[src/trd_pkg.sv]
`default_nettype none
// ---------------------------------------------------------------------------
// trd_pkg: shared types and helpers of the tandem repeat detector
// Detector state, result beat layout, config register indexes and the
// saturating and field-select helpers used by the step logic.
// ---------------------------------------------------------------------------
package trd_pkg;

    localparam int unsigned MEGABASE_LIMIT = 1000000;
    localparam int unsigned GPOS_W         = 21;
    localparam int unsigned HIST_DEPTH     = 12;
    localparam int unsigned MIN_PERIOD     = 2;
    localparam int unsigned MAX_PERIOD     = 6;
    localparam int unsigned CFG_W          = 40;

    localparam logic [30:0] SAT31        = {31{1'b1}};
    localparam logic [8:0]  MISMATCH_MAX = 9'd511;

    localparam logic [7:0] CHAR_HEADER  = 8'h3E;   // '>'
    localparam logic [7:0] CHAR_NEWLINE = 8'h0A;   // '\n'
    localparam logic [7:0] CHAR_UPPER_A = 8'h41;
    localparam logic [7:0] CHAR_UPPER_Z = 8'h5A;
    localparam logic [7:0] CASE_OFFSET  = 8'h20;
    localparam logic [7:0] CHAR_A       = 8'h61;
    localparam logic [7:0] CHAR_C       = 8'h63;
    localparam logic [7:0] CHAR_G       = 8'h67;
    localparam logic [7:0] CHAR_T       = 8'h74;

    // History slot codes: 0 empty, 1..4 = a,c,g,t
    localparam logic [2:0] HIST_EMPTY = 3'd0;
    localparam logic [2:0] HIST_A     = 3'd1;
    localparam logic [2:0] HIST_C     = 3'd2;
    localparam logic [2:0] HIST_G     = 3'd3;
    localparam logic [2:0] HIST_T     = 3'd4;

    // Config register indexes
    localparam logic CFG_MIN_REPEATS = 1'b0;
    localparam logic CFG_SKIP_TOL    = 1'b1;

    localparam logic [CFG_W-1:0] MIN_REPEATS_RESET = 40'd21559051525;
    localparam logic [CFG_W-1:0] SKIP_TOL_RESET    = 40'd0;

    typedef logic [2:0] hist_code_t;

    typedef enum logic {
        EV_OPEN   = 1'b0,
        EV_EXTEND = 1'b1
    } trd_event_t;

    typedef struct packed {
        hist_code_t [HIST_DEPTH-1:0] hist;      // [0] is the newest base
        logic                        in_header;
        logic [31:0]                 rec_pos;
        logic [GPOS_W-1:0]           gen_pos;
        logic [30:0]                 megabases;
        logic                        run_active;
        logic [2:0]                  run_period;
        logic [11:0]                 run_motif;
        logic [30:0]                 match_count;
        logic [2:0]                  phase_count;
        logic [8:0]                  mismatch_count;
        logic [31:0]                 locus_start;
        logic [30:0]                 locus_length;
        logic [30:0]                 content_total;
    } trd_state_t;

    typedef struct packed {
        trd_event_t  kind;
        logic [2:0]  period;
        logic [11:0] motif;
        logic [31:0] start;
        logic [30:0] length;
        logic [30:0] content;
        logic [30:0] megabases;
    } trd_result_t;

    function automatic logic [30:0] sat_add31(input logic [30:0] a, input logic [30:0] b);
        logic [31:0] s;
        s = {1'b0, a} + {1'b0, b};
        return s[31] ? SAT31 : s[30:0];
    endfunction

    // Byte of a packed per-period register, period 2 in the low byte
    function automatic logic [7:0] field_byte(input logic [CFG_W-1:0] vec,
                                              input logic [2:0] p);
        logic [7:0] b;
        case (p)
            3'd2:    b = vec[7:0];
            3'd3:    b = vec[15:8];
            3'd4:    b = vec[23:16];
            3'd5:    b = vec[31:24];
            3'd6:    b = vec[39:32];
            default: b = 8'd0;
        endcase
        return b;
    endfunction

    function automatic hist_code_t base_code(input logic [7:0] c);
        hist_code_t h;
        case (c)
            CHAR_A:  h = HIST_A;
            CHAR_C:  h = HIST_C;
            CHAR_G:  h = HIST_G;
            CHAR_T:  h = HIST_T;
            default: h = HIST_EMPTY;
        endcase
        return h;
    endfunction

endpackage
`default_nettype wire

[src/trd_step.sv]
`default_nettype none
// ---------------------------------------------------------------------------
// trd_step: next-state and result logic for one text byte
// Parallel period compares over the shifted history, run tracking and
// locus reporting; purely combinational.
// ---------------------------------------------------------------------------
module trd_step
    import trd_pkg::*;
(
    input  wire logic [7:0]       char_code,
    input  wire trd_state_t       st,
    input  wire logic [CFG_W-1:0] min_repeats,
    input  wire logic [CFG_W-1:0] skip_tol,
    output      trd_state_t       st_next,
    output      logic             res_valid,
    output      trd_result_t      res
);

    logic [7:0]                  c;
    hist_code_t                  code;
    hist_code_t [HIST_DEPTH-1:0] hist_new;
    logic [6:2]                  same_v;
    logic [6:2]                  rep_v;
    logic [6:2][11:0]            motif_v;
    logic [2:0]                  p;
    logic [2:0]                  phase_inc;
    logic [7:0]                  mr;
    logic [7:0]                  mr_cl;
    logic [10:0]                 content_inc;
    logic [10:0]                 start_back;
    logic [8:0]                  mism;

    assign c = (char_code >= CHAR_UPPER_A && char_code <= CHAR_UPPER_Z) ?
               char_code + CASE_OFFSET : char_code;
    assign code     = base_code(c);
    assign hist_new = {st.hist[HIST_DEPTH-2:0], code};

    // Per-period compares, all periods in parallel
    always_comb begin
        hist_code_t t;
        same_v  = '1;
        rep_v   = '1;
        motif_v = '0;
        for (int q = MIN_PERIOD; q <= MAX_PERIOD; q++) begin
            for (int j = 0; j < q; j++) begin
                // stored motif against the previous unit
                if (hist_new[q+j] != ({1'b0, st.run_motif[2*(q-1-j) +: 2]} + 3'd1))
                    same_v[q] = 1'b0;
                // two equal units at the newest end
                if (hist_new[j] != hist_new[j+q])
                    rep_v[q] = 1'b0;
                t = hist_new[q-1-j] - 3'd1;
                motif_v[q][2*j +: 2] = t[1:0];
            end
        end
    end

    assign p           = st.run_period;
    assign phase_inc   = st.phase_count + 3'd1;
    assign mr          = field_byte(min_repeats, p);
    assign mr_cl       = (mr < 8'd2) ? 8'd2 : mr;
    assign content_inc = 11'(p) * 11'(mr_cl);
    assign start_back  = 11'(p) * (11'(mr_cl) + 11'd1);
    assign mism        = (st.mismatch_count < MISMATCH_MAX) ?
                         st.mismatch_count + 9'd1 : st.mismatch_count;

    always_comb begin
        st_next   = st;
        res_valid = 1'b0;
        res       = '0;

        if (st.gen_pos > GPOS_W'(MEGABASE_LIMIT)) begin
            st_next.gen_pos   = '0;
            st_next.megabases = sat_add31(st.megabases, 31'd1);
        end
        if (c == CHAR_HEADER) begin
            st_next.in_header = 1'b1;
            st_next.rec_pos   = '0;
        end
        if (c == CHAR_NEWLINE && st_next.in_header)
            st_next.in_header = 1'b0;
        if (c != CHAR_NEWLINE && !st_next.in_header) begin
            st_next.gen_pos = st_next.gen_pos + GPOS_W'(1);
            st_next.rec_pos = st_next.rec_pos + 32'd1;
        end

        if (code != HIST_EMPTY && !st_next.in_header) begin
            st_next.hist = hist_new;

            if (st.run_active) begin
                if (p < 3'(MIN_PERIOD) || p > 3'(MAX_PERIOD)) begin
                    st_next.run_active = 1'b0;
                end else begin
                    st_next.phase_count = phase_inc;
                    if (phase_inc >= p) begin
                        st_next.phase_count = '0;
                        if (same_v[p]) begin
                            if (st.match_count == 31'(mr_cl)) begin
                                st_next.locus_length  = 31'(mr_cl);
                                st_next.locus_start   = st_next.rec_pos - 32'(start_back);
                                st_next.content_total =
                                    sat_add31(st.content_total, 31'(content_inc));
                                res_valid = 1'b1;
                                res.kind  = EV_OPEN;
                            end
                            if (st.match_count > 31'(mr_cl)) begin
                                st_next.locus_length  = sat_add31(st.locus_length, 31'd1);
                                st_next.content_total = sat_add31(st.content_total, 31'(p));
                                res_valid = 1'b1;
                                res.kind  = EV_EXTEND;
                            end
                            st_next.match_count = sat_add31(st.match_count, 31'd1);
                        end else begin
                            st_next.mismatch_count = mism;
                            st_next.phase_count    = p - 3'd1;
                            if (mism > {1'b0, field_byte(skip_tol, p)})
                                st_next.run_active = 1'b0;
                        end
                    end
                end
            end

            // shortest period wins: scan down so the smallest hit is last
            if (!st_next.run_active) begin
                for (int q = MAX_PERIOD; q >= MIN_PERIOD; q--) begin
                    if (rep_v[q]) begin
                        st_next.run_active     = 1'b1;
                        st_next.run_period     = 3'(q);
                        st_next.run_motif      = motif_v[q];
                        st_next.match_count    = 31'd2;
                        st_next.phase_count    = '0;
                        st_next.mismatch_count = '0;
                    end
                end
            end
        end

        res.period    = p;
        res.motif     = st.run_motif;
        res.start     = st_next.locus_start;
        res.length    = st_next.locus_length;
        res.content   = st_next.content_total;
        res.megabases = st_next.megabases;
    end

endmodule
`default_nettype wire

[src/tandem_repeat_detector_top.sv]
`default_nettype none
// ---------------------------------------------------------------------------
// tandem_repeat_detector_top: short tandem repeat finder on FASTA text
// Folds case, tracks headers and positions, finds period 2..6 repeats in a
// 12-base history and reports locus openings and extensions.
// ---------------------------------------------------------------------------
//
//  channel   dir  width       beat contents
//  s_*       in   tdata 8     raw FASTA byte
//  m_*       out  tdata 144   period, motif, start, length, content, megabases
//                 tuser 1     event kind (0 open, 1 extend)
//  cfg_*     in   wdata 40    min repeats (0), skip tolerance (1)
//
//  One byte per cycle sustained while the result side accepts; a taken
//  byte loads the input register, and once the result slot is free its
//  result loads the result register.
//  The per-byte path is the parallel compare of the twelve-base history plus
//  the 31-bit counter updates, one register to the next.
//  aresetn is synchronous and clears all detector state.
//  m_tready low holds the result; one more byte waits in the input
//  register, after which s_tready drops.
// ---------------------------------------------------------------------------
module tandem_repeat_detector_top
    import trd_pkg::*;
(
    input  wire logic         aclk,
    input  wire logic         aresetn,

    input  wire logic         s_tvalid,
    output      logic         s_tready,
    input  wire logic [7:0]   s_tdata,     // [7:0] char_code

    output      logic         m_tvalid,
    input  wire logic         m_tready,
    output      logic [143:0] m_tdata,     // [2:0] motif_period, [14:3] motif_bases,
                                           // [46:15] start_location, [77:47] repeat_length,
                                           // [108:78] total_content, [139:109] megabase_count
    output      logic         m_tuser,     // [0] event_kind

    input  wire logic             cfg_we,
    input  wire logic             cfg_index,
    input  wire logic [CFG_W-1:0] cfg_wdata
);

    logic             in_valid_reg;
    logic [7:0]       in_char_reg;
    logic             out_valid_reg;
    trd_result_t      out_res_reg;
    trd_state_t       state_reg;
    logic [CFG_W-1:0] min_rep_reg;
    logic [CFG_W-1:0] skip_tol_reg;

    trd_state_t       state_next;
    logic             step_valid;
    trd_result_t      step_res;
    logic             advance;

    // Byte in the input register moves on when the result slot is free
    assign advance  = in_valid_reg && (!out_valid_reg || m_tready);
    assign s_tready = !in_valid_reg || advance;

    trd_step u_step (
        .char_code   (in_char_reg),
        .st          (state_reg),
        .min_repeats (min_rep_reg),
        .skip_tol    (skip_tol_reg),
        .st_next     (state_next),
        .res_valid   (step_valid),
        .res         (step_res)
    );

    always_ff @(posedge aclk) begin
        if (!aresetn) begin
            in_valid_reg  <= 1'b0;
            out_valid_reg <= 1'b0;
            state_reg     <= '0;
            min_rep_reg   <= MIN_REPEATS_RESET;
            skip_tol_reg  <= SKIP_TOL_RESET;
        end else begin
            if (cfg_we) begin
                case (cfg_index)
                    CFG_MIN_REPEATS: min_rep_reg  <= cfg_wdata;
                    CFG_SKIP_TOL:    skip_tol_reg <= cfg_wdata;
                    default: ;
                endcase
            end
            if (s_tready)
                in_valid_reg <= s_tvalid;
            if (advance) begin
                state_reg     <= state_next;
                out_valid_reg <= step_valid;
            end else if (m_tready) begin
                out_valid_reg <= 1'b0;
            end
        end
    end

    // Payload registers
    always_ff @(posedge aclk) begin
        if (s_tvalid && s_tready)
            in_char_reg <= s_tdata;
        if (advance)
            out_res_reg <= step_res;
    end

    assign m_tvalid = out_valid_reg;
    assign m_tuser  = out_res_reg.kind;
    assign m_tdata  = {4'd0,
                       out_res_reg.megabases,
                       out_res_reg.content,
                       out_res_reg.length,
                       out_res_reg.start,
                       out_res_reg.motif,
                       out_res_reg.period};

`ifndef ASSERT_OFF
    a_period_range: assert property (@(posedge aclk) disable iff (!aresetn)
        state_reg.run_active |-> (state_reg.run_period >= 3'(MIN_PERIOD) &&
                                  state_reg.run_period <= 3'(MAX_PERIOD)))
        else $error("active run with bad period");

    a_phase_below_period: assert property (@(posedge aclk) disable iff (!aresetn)
        state_reg.run_active |-> (state_reg.phase_count < state_reg.run_period))
        else $error("motif phase out of range");

    a_open_length: assert property (@(posedge aclk) disable iff (!aresetn)
        (out_valid_reg && out_res_reg.kind == EV_OPEN) |-> (out_res_reg.length >= 31'd2))
        else $error("locus opened below minimum count");

    a_stall_cause: assert property (@(posedge aclk) disable iff (!aresetn)
        !s_tready |-> (in_valid_reg && out_valid_reg && !m_tready))
        else $error("input stalled without a blocked result");

    a_result_from_step: assert property (@(posedge aclk) disable iff (!aresetn)
        $rose(out_valid_reg) |-> $past(advance))
        else $error("result appeared without a processed byte");
`endif

endmodule
`default_nettype wire

[config.mk]
export PLATFORM = sky130hd
export DESIGN_NAME = tandem_repeat_detector_top
export DESIGN_NICKNAME = d
export VERILOG_FILES = /design/src/trd_pkg.sv /design/src/trd_step.sv /design/src/tandem_repeat_detector_top.sv
export SDC_FILE = /design/constraint.sdc
export NUM_CORES = 2
export LEC_CHECK = 0
export ABC_AREA = 1
export ABC_CLOCK_PERIOD_IN_PS = 19450
export BUFFER_PORTS_ARGS = -buffer_cell sky130_fd_sc_hd__clkbuf_2
export CORE_ASPECT_RATIO = 0.5
export CORE_MARGIN = 4
export CORE_UTILIZATION = 65
export DETAILED_ROUTE_END_ITERATION = 8
export PLACE_DENSITY = 0.9
export SYNTH_ARGS = -nofsm -noshare
export SYNTH_HDL_FRONTEND = slang
export SYNTH_HIERARCHICAL = 1
export SYNTH_SLANG_ARGS = --single-unit
export TNS_END_PERCENT = 20
[constraint.sdc]
create_clock -name aclk -period 19.45 [get_ports aclk]
set_clock_uncertainty 0.2 [all_clocks]
set_input_delay 1.945 -clock aclk [delete_from_list [all_inputs] [get_ports aclk]]
set_output_delay 1.945 -clock aclk [all_outputs]
set_load 0.05 [all_outputs]
# After elaboration in Yosys (flattened, before gate mapping)
# Index checks and enable logic that the tools add are counted.
# word_totals
ff_bits	502
inputBits	54
output_inout_bits	147
word_cells	246
# op_classes
add_sub_neg	25
n_mul	2
magnitude_cmp	11
n_eq_ne	53
mux	93
bitwise	6
reduce_logical	20
# op_table
cell	n
137-bit 2-to-1 mux	3
59-bit 2-to-1 mux	6
94-bit 2-to-1 mux	3
31-bit 2-to-1 mux	6
3-bit != test	40
31-bit by 1-bit adder with 32-bit output (second input constant)	3
8-bit one-hot mux with 5 select lines	2
62-bit 2-to-1 mux	1
1-bit 2-to-1 mux	58
8-bit 2-to-1 mux	7
53-bit 2-to-1 mux	1
52-bit 2-to-1 mux	1
33-bit 2-to-1 mux	1
31-bit by 11-bit adder with 32-bit output	1
31-bit by 3-bit adder with 32-bit output	1
32-bit by 1-bit adder with 32-bit output (second input constant)	1
8-bit by 7-bit == test with 1-bit output (second input constant)	4
32-bit by 11-bit subtractor with 32-bit output	1
31-bit by 8-bit == test with 1-bit output	1
31-bit by 8-bit > comparator with 1-bit output	1
21-bit by 1-bit adder with 21-bit output (second input constant)	1
21-bit by 20-bit > comparator with 1-bit output (second input constant)	1
2-bit by 1-bit adder with 3-bit output (second input constant)	6
12-bit 2-to-1 mux	1
35 further kinds	59

# Depth between registers and ports, before layout
# logic_depth
depth_word	24
depth_mapped	52

# Cells and area by module
# The synthesis kept the hierarchy.
# modules_own_cells
module	n_inst	cells_per_inst	area_each_um2
tandem_repeat_detector_top	1	2312	19732.7
trd_step	1	2975	16301.9

# Least setup slack after synthesis
# OpenSTA, ideal clock, no wires.
# synth_timing
path_kind	input to register
start	input m_tready
end	register out_res_reg (netlist bit m_tdata[0]), enable pin
setup_ps	854
arrival_time_ps	12081
t_required_ps	18396
setup_slack_ps	6315
stages	2
n_path_buf	0
path_cell_list	inv_1 > a21boi_0
# synth_via
elab_chain_cells	2
# synth_rtl
item	line	text
start, declared	tandem_repeat_detector_top.sv:34	input wire logic m_tready,
1-bit logical OR	tandem_repeat_detector_top.sv:59	assign advance = in_valid_reg && (!out_valid_reg || m_tready);
1-bit logical AND	tandem_repeat_detector_top.sv:59	
net advance	tandem_repeat_detector_top.sv:56	logic advance;
end signal, assigned	tandem_repeat_detector_top.sv:103	out_res_reg <= step_res;
end, declared	tandem_repeat_detector_top.sv:48	trd_result_t out_res_reg;
# The timed path passes the listed nets, and every way through them passes these cells.
# A chain may end at the register's enable or synchronous reset.

==> results by group <==
Worst setup path
  • Critical path class: reg -> reg
  • Crit path max fanout: 22
  • CP max stage delay: 0.92 ns
  • Crit path DAT: 8.92 ns
  • Startpoint Class: register
  • R2R Setup Slk: 10.81 ns
  • Most used cell, CP: nand2_1
  • CP max stage cell: dfxtp_1
  • Worst setup EP type: register
  • Critical Path RT: 19.73 ns

Floorplanning
  • Core ar.: 54200 sq um
  • I/O pin count: 201
  • Die H: 174 um
  • Starting Density: 66.2%
  • Die span in x: 340 um
  • Full die area: 59200 sq um
  • Row cnt: 60

Clock tree
  • Clk slew on worst S/H paths: 0.07 ns
  • Cts bufs inserted: 45
  • Worst-case clock buffer depth: 3
  • Clock sinks: 502
  • Setup Fix Bufs, Post-CTS: 0
  • CTS tree: done
  • Root buf cell: clkbuf_16
  • Clk Latency, worst-skew pair: 0.60 ns
  • H-tree Lvls: 2
  • Cts repair resizes: 0
  • Hold buffer count at cts: 0

Timing
  • Final Hold Viols: 0
  • Relative slew slack: 19.1%
  • Setup violations, final: 0
  • Fmax: 116 MHz
  • Least-Margin Pin Slew: 1.21 ns
  • Fin. max-slew vios: 0
  • Final worst-path cycle share: 44.4%
  • Minimum clock period: 8.64 ns
  • RSZ-0062 raised after global routing: false
  • Final Worst Setup Slack: 10.81 ns
  • Final TNS setup: 0 ns

GRT
  • Initial antenna violation count: 1
  • First-pass GRT wire length: 162 mm
  • Vias in the first global route: 31.1k
  • Gr usage total: 32.7%
  • Largest net degree at the start of global routing: 244
  • Grt ovf: 0

Route
  • Post-route ant nets: 0
  • Vias: 34.6k
  • Via density: 5.89
  • Residual DRC: 0
  • 1st-iter DRT viols: 4458
  • Routed len/inst: 17.2 um
  • DRT Pass-1 Iters: 9
  • Routed WL: 101 mm

Placed design
  • Gpl congestion: 0.979
  • DP Cell Count: 5788
  • Setup WS pre-CTS: 11.02 ns
  • Number of port buffers: 196
  • Post-DP HPWL: 70.2 mm

Layout
  • Most frequent cells in the layout: nand2_1 (965), inv_1 (688), nor2_1 (687)
  • Layout area overhead: 2.44%
  • Layout cells sized above 1: 8.27%
  • Net count, final: 5248
  • Max reg flops: 271
  • Core Util, Final: 67.8%
  • Fin cells: 5873
  • Commonest non-fill, non-tap cell in the layout: nand2_1

Power and ir drop
  • Leak: 15.9 nW
  • Pwr dens: 72.9 nW/um^2
  • VDD IR max: 0.0620 mV
  • Power, Total: 2.68 mW

Run status
  • Status: completed

Synthesis
  • Syn Area/Cell: 6.82 sq um
  • Synth Cell Area: 35900 sq um
  • Synth Warn #: 6
  • Gate Count Post-Synth: 5261

Hold path
  • Hold Path Class: reg -> reg

Job
  • Max Cap Viol: 0
## per-layer routing
metal  global-route usage [%]  up-vias  share of wire (%)
met5                        0        -                  0
met4                     10.5        0                3.2
met3                     5.28      261                 10
met2                     51.3     1808                 44
met1                     46.4    16000                 43
li1                         -    16600                  -
## metrics by stage
stage / cell area, sq um / hold WS, ns
5_1_grt: 36800 / 0.302
4_1_cts: 36800 / 0.284
3_3_place_gp: 35200 / 0.255
2_1_floorplan: 35900 / 0.242
3_5_place_dp: 35200 / 0.267
6_report: 36800 / 0.285
## worst paths after layout
check	from	endpoint	cells past startpoint
worst max-delay path	state_reg[151]	state_reg[93]	47
worst min-delay path	min_rep_reg[32]	min_rep_reg[32]	2
worst max register to register	state_reg[151]	state_reg[93]	47
worst min register to register	min_rep_reg[32]	min_rep_reg[32]	2
## critical path: cells and delay by family (launching register included)
kind                     cells  cell delay [ns]
AND/OR/NAND/NOR             25             3.64
adder cells (fa/ha/maj)      3             1.13
buffers and inverters       10             1.11
AO/OA/AOI/OAI                7             1.10
flip-flops                   1             0.92
XOR/XNOR                     2             0.41
## where the power goes
| part | internal (mW) | total (mW) | switching [mW] |
|---|---|---|---|
| Combinational | 0.168 | 0.511 | 0.344 |
| Sequential | 1.14 | 1.21 | 0.0713 |
| Clock | 0.529 | 0.957 | 0.428 |
| Total | 1.84 | 2.68 | 0.843 |
## final cells by class
class / count / area, sq um
multi-input cells: 3605 / 18800
fillers: 4601 / 17400
inverters: 716 / 2690
diodes: 1 / 2.50
clock inverters: 23 / 254
flip-flops and latches: 502 / 11500
clock buffers: 61 / 1300
well taps: 744 / 931
repair buffers: 221 / 1190
Note: power is estimated with default switching activity, not from simulation.
